===== config.mk =====
export PLATFORM = sky130hd
export DESIGN_NAME = sgf_ctrl
export DESIGN_NICKNAME = d
export VERILOG_FILES = /design/src/sgf_pkg.sv /design/src/sgf_ctrl.sv
export SDC_FILE = /design/constraint.sdc
export NUM_CORES = 1
export LEC_CHECK = 0
export ABC_AREA = 1
export BUFFER_PORTS_ARGS = -buffer_cell sky130_fd_sc_hd__buf_2
export CAP_MARGIN = 5
export CORE_AREA = 3 3 40 42
export DETAILED_ROUTE_END_ITERATION = 6
export DIE_AREA = 0 0 43 45
export HOLD_SLACK_MARGIN = 0.05
export PLACE_DENSITY_LB_ADDON = 0.3
export SETUP_SLACK_MARGIN = 0.5
export SKIP_CTS_REPAIR_TIMING = 1
export SYNTH_ARGS = -nofsm -noshare
export SYNTH_HDL_FRONTEND = slang
export SYNTH_SLANG_ARGS = --single-unit
export TNS_END_PERCENT = 1

===== constraint.sdc =====
create_clock -name clk -period 1.45 [get_ports clk]
set_input_delay 0.29 -clock clk [delete_from_list [all_inputs] [get_ports clk]]
set_output_delay 0.29 -clock clk [all_outputs]
set_load 0.1 [all_outputs]

===== src/sgf_pkg.sv =====
// ----------------------------------------------------------------------------
// sgf_pkg
// Shared types and constants of the six-axis linear-fit smoother.
// ----------------------------------------------------------------------------
package sgf_pkg;

    localparam int TAP_COUNT  = 8;
    localparam int AXIS_COUNT = 6;
    localparam int STAGES     = 5;

    // Stage positions in the valid/ready chain
    localparam int ST_HIST = 0;
    localparam int ST_SUM  = 1;
    localparam int ST_MAG  = 2;
    localparam int ST_QUO  = 3;
    localparam int ST_RES  = 4;

    // Weights indexed by age: entry 0 is the newest sample, entry 7 the oldest.
    // Each weight is taken over 12.
    localparam logic signed [3:0] TAP_WEIGHT [TAP_COUNT] = '{
        -4'sd2, -4'sd1, 4'sd0, 4'sd1, 4'sd2, 4'sd3, 4'sd4, 4'sd5
    };

    typedef struct packed {
        logic hist;
        logic sum;
        logic mag;
        logic quo;
        logic res;
    } stage_load_t;

endpackage


===== src/sgf_ctrl.sv =====
// ----------------------------------------------------------------------------
// sgf_ctrl
// Valid/ready chain of the smoothing pipeline; issues stage load enables.
// ----------------------------------------------------------------------------
module sgf_ctrl
(
    input  logic                 clk,
    input  logic                 rst_n,
    input  logic                 in_valid,
    output logic                 in_stall,
    output logic                 out_valid,
    input  logic                 out_stall,
    output sgf_pkg::stage_load_t load
);

    logic [sgf_pkg::STAGES-1:0] valid_reg;
    logic [sgf_pkg::STAGES-1:0] valid_next;
    logic [sgf_pkg::STAGES-1:0] src_valid;
    logic [sgf_pkg::STAGES-1:0] load_vec;
    logic [sgf_pkg::STAGES:0]   rdy;

    always_comb
    begin
        // a stage can take a transaction when empty or when its content moves on
        rdy[sgf_pkg::STAGES] = !out_stall;
        for (int k = sgf_pkg::STAGES - 1; k >= 0; k--)
        begin
            rdy[k] = !valid_reg[k] || rdy[k + 1];
        end
        src_valid = {valid_reg[sgf_pkg::STAGES-2:0], in_valid};
        for (int k = 0; k < sgf_pkg::STAGES; k++)
        begin
            load_vec[k]   = src_valid[k] && rdy[k];
            valid_next[k] = rdy[k] ? src_valid[k] : valid_reg[k];
        end
    end

    always_ff @(posedge clk or negedge rst_n)
    begin
        if (!rst_n)
        begin
            valid_reg <= '0;
        end
        else
        begin
            valid_reg <= valid_next;
        end
    end

    assign load.hist = load_vec[sgf_pkg::ST_HIST];
    assign load.sum  = load_vec[sgf_pkg::ST_SUM];
    assign load.mag  = load_vec[sgf_pkg::ST_MAG];
    assign load.quo  = load_vec[sgf_pkg::ST_QUO];
    assign load.res  = load_vec[sgf_pkg::ST_RES];

    assign in_stall  = !rdy[0];
    assign out_valid = valid_reg[sgf_pkg::ST_RES];

endmodule


After elaboration in Yosys (flattened, before gate mapping)
Index checks and enable logic that the tools add are counted.
Widths: inputs -> output; s select.
{"block": "op_classes", "addsub": 0, "order_cmp": 0, "shifts": 0, "reduce_logical": 17, "mux": 0, "n_div": 0, "mul": 0, "n_bitwise": 0, "n_eq_ne": 0}
{"op": "$logic_not 1->1", "count": 7}
{"op": "$logic_and 1x1->1", "count": 5}
{"op": "$logic_or 1x1->1", "count": 5}
{"block": "totals", "mem_bits_rw": 0, "romBits": 0, "regBits": 5, "latch_bits": 0, "mem_count": 0}

Longest topological paths before layout
{"block": "logic_depth", "ltp_word": 7, "mapped_depth": 6, "ltp_nobuf": 6}

Worst setup path after synthesis
OpenSTA, ideal clock, no wires.
{"block": "synth_timing", "path_kind": "reg2out", "start": "register valid_reg[4] in the netlist's numbering", "end": "output load[3] in the netlist's numbering", "setup_slack_ns": -1.442, "arrival_ns": 2.602, "path_stages_with_launch": 6, "path_buffers": 0, "path_cell_list": "dfrtp_1 > nand2_2 > inv_2 > nand2_2 > nor2_4 > a21oi_1"}
{"item": "from (decl)", "line_no": "sgf_ctrl.sv:16", "source": "logic [sgf_pkg::STAGES-1:0] valid_reg;"}
{"item": "from (signal assigned)", "line_no": "sgf_ctrl.sv:46", "source": "valid_reg <= valid_next;"}
{"item": "to (decl)", "line_no": "sgf_ctrl.sv:13", "source": "output sgf_pkg::stage_load_t load"}

==> key figures <==
Synth
  – Synthesized instance count: 30
  – Post-synth EDFFs: 0
  – YS warnings: 0
  – Simple-Gate Fraction of Synth Area: 0.311
  – Sequential fraction of the synthesis area: 0.510
  – Synthesized area per cell: 8.17 um^2
  – Yosys cell types: 11
  – Predominant post-synthesis flop cell: dfrtp_1
  – Yosys reg bits: 5
  – Top cells by area, synth: dfrtp_1, inv_1, nand2_1, nand2_2, nand4_2
  – Top cells by count, synth: inv_1, nand2_1, dfrtp_1
  – Synth area leader: dfrtp_1
  – Xor and xnor fraction of the mapped netlist area: 0
  – Syn_nets: 34
  – Mapped Area: 245 um^2
  – Share of the synthesized area in the top cell type: 0.510
  – Asr flop ratio synth: 1.00
  – Compound-gate portion of the synthesized area: 0.0408
  – Combinational family with the most area after synthesis: simple AND/OR/NAND/NOR gates
  – Adder-cell share of the synthesized area: 0
  – Post-synthesis mux area share: 0

Power
  – Flop pwr share: 0.229
  – Sw frac: 0.465
  – Int Pwr: 405 uW
  – Clock share of power: 0.207
  – Power Dens Cells: 1420 nW/um^2
  – Psw: 352 uW
  – VDD IR max: 0.000534 V
  – Combinational share of power: 0.563
  – Leak Pwr: 0.000242 uW

Routing
  – WL final: 554 um
  – Remaining antenna violation count: 0
  – DRT Pass-1 Iters: 4
  – Vias per cell: 3.75
  – DRC: 0
  – Routed vias: 236
  – Avg WL per Cell: 8.79 um
  – Detailed Route Iter0 Violations: 2

Timing
  – Slack of the critical path: -155 ps
  – Tcrit/Tclk final: 1.11
  – Final Hold Fails: 0
  – Slew HR: 0.680
  – Worst Tran Pin Value: 483 ps
  – Setup Skew: 2.33 ps
  – Setup violators final: 5
  – RSZ-0062 raised after global routing: yes
  – Minimum clock period: 1600 ps
  – Worst hold slack: 266 ps
  – Final Max Tran Viols: 0
  – Peak Freq: 623 MHz
  – Setup_tns: -584 ps

GRT
  – Initial antenna violation count: 0
  – Largest net degree at the start of global routing: 6
  – Vias in the first global route: 208
  – First-pass GRT wire length: 786 um
  – All-Layer GR Usage: 0.0569
  – GR Overflow Total: 0

Place
  – Area of placed instances: 480 um^2
  – Buffers on Ports: 10
  – Routability cong.: 0.716
  – Placed Instances: 58

Clocking
  – TritonCTS Buffers: 3
  – TritonCTS clock tree: built
  – H-Tree Depth: 1
  – Root buffer cell: clkbuf_4
  – Clock-pin transition on the worst setup and hold timing paths: 40 ps
  – Clock Sink Count: 5
  – CTS max path bufs: 2
  – Clk Latency, worst-skew pair: 240 ps

Critical path
  – Critical path, cell by cell: nand2_4 -> nor2_4 -> nand4_4 -> nand2_2 -> clkinvlp_4 -> buf_12
  – Critical path peak fanout: 3
  – CP max stage delay: 410 ps
  – Setup CP Type: flop to output port
  – Arrival @ worst endpoint: 1310 ps
  – Critical Path End Type: output port
  – Worst endpoint required time: 1160 ps
  – Worst Setup Start Kind: flop
  – Critical-path top delay cell: dfrtp_4

Layout
  – Max reg flops: 5
  – Final nets: 53
  – Layout Utilization: 0.415
  – Antenna Cells: 0
  – Fillers: 125
  – Final non-filler cell total: 63
  – Layout cells sized above 1: 0.646
  – Final instance area: 533 um^2
  – Area Growth Syn to Fin: 117%

Run status
  – Status: finished, violations left
  – Failing checks: setup timing

Die
  – Die area: 1940 um^2
  – Die Span X: 43 um
  – Io pins: 11
  – Core area: 1280 um^2
  – Row count: 13
  – Die Ht: 45 um
  – Starting Density: 0.191

Hold path
  – Tightest Hold Check Type: input pin to flop

Flow run
  – MaxCap Viol Count: 0
## kinds of logic after synthesis
group,count (synthesis)
simple gates,14
buf+inv,9
flops,5
compound gates,2
## cell usage in the layout (no fill, tap or decap)
master / count
clkinvlp_4: 3
nand2_1: 6
dfrtp_1: 4
nor2_4: 4
inv_1: 4
nand4_4: 1
clkbuf_1: 1
dlygate4sd3_1: 1
clkbuf_4: 3
a21oi_4: 1
buf_12: 6
dfrtp_4: 1
nand2_4: 2
buf_4: 3
o21ai_0: 1
inv_2: 1
buf_2: 4
nand2_2: 1
inv_4: 1
## worst paths after layout
path	start	endpoint	slack (ps)	depth (start not counted)
worst min register to register	valid_reg[4]	valid_reg[4]	580	2
worst min-delay path	in_valid	valid_reg[0]	270	3
min in group asynchronous	rst_n	valid_reg[1]	400	2
worst max-delay path	valid_reg[4]	load[4]	-150	6
max in group asynchronous	rst_n	valid_reg[4]	900	2
worst max register to register	valid_reg[4]	valid_reg[1]	490	6
## layer usage
| metal | vias up | GRT usage | share of wire |
|---|---|---|---|
| li1 | 122 | - | - |
| met5 | - | 0 | 0 |
| met1 | 106 | 0.0611 | 0.40 |
| met3 | 0 | 0.0398 | 0.087 |
| met4 | 0 | 0.0361 | 0 |
| met2 | 8 | 0.0808 | 0.51 |
## per-stage QoR
| stage | worst slack, ps | total power (uW) |
|---|---|---|
| global placement | 40.3 | 589 |
| finish | -155 | 757 |
| floorplan | -326 | 449 |
| global route | -223 | 793 |
| detailed placement | 39.6 | 591 |
| CTS | -219 | 754 |
## worst max-delay path: cells and delay by family, from the launching register on
kind	cells	cell delay, ps
DFF	1	410
buffers and inverters	2	260
and+or+nand+nor	4	410
## power by group through the flow
stage / combinational [uW] / sequential (uW) / clock, uW
3_3_place_gp: 419 / 171 / 0
2_1_floorplan: 260 / 190 / 0
3_5_place_dp: 420 / 171 / 0
4_1_cts: 420 / 169 / 165
5_1_grt: 442 / 175 / 176
6_report: 426 / 174 / 157
## cell type report
type	instances	area [um^2]	share of cell area
Tap cell	15	18.8	0.0352
Multi-Input combinational cell	16	139	0.261
Sequential cell	5	129	0.242
Timing Repair Buffer	14	173	0.324
Clock buffer	4	26.3	0.0493
Inverter	9	47.5	0.0892
Power figures use the tool's default switching activity.
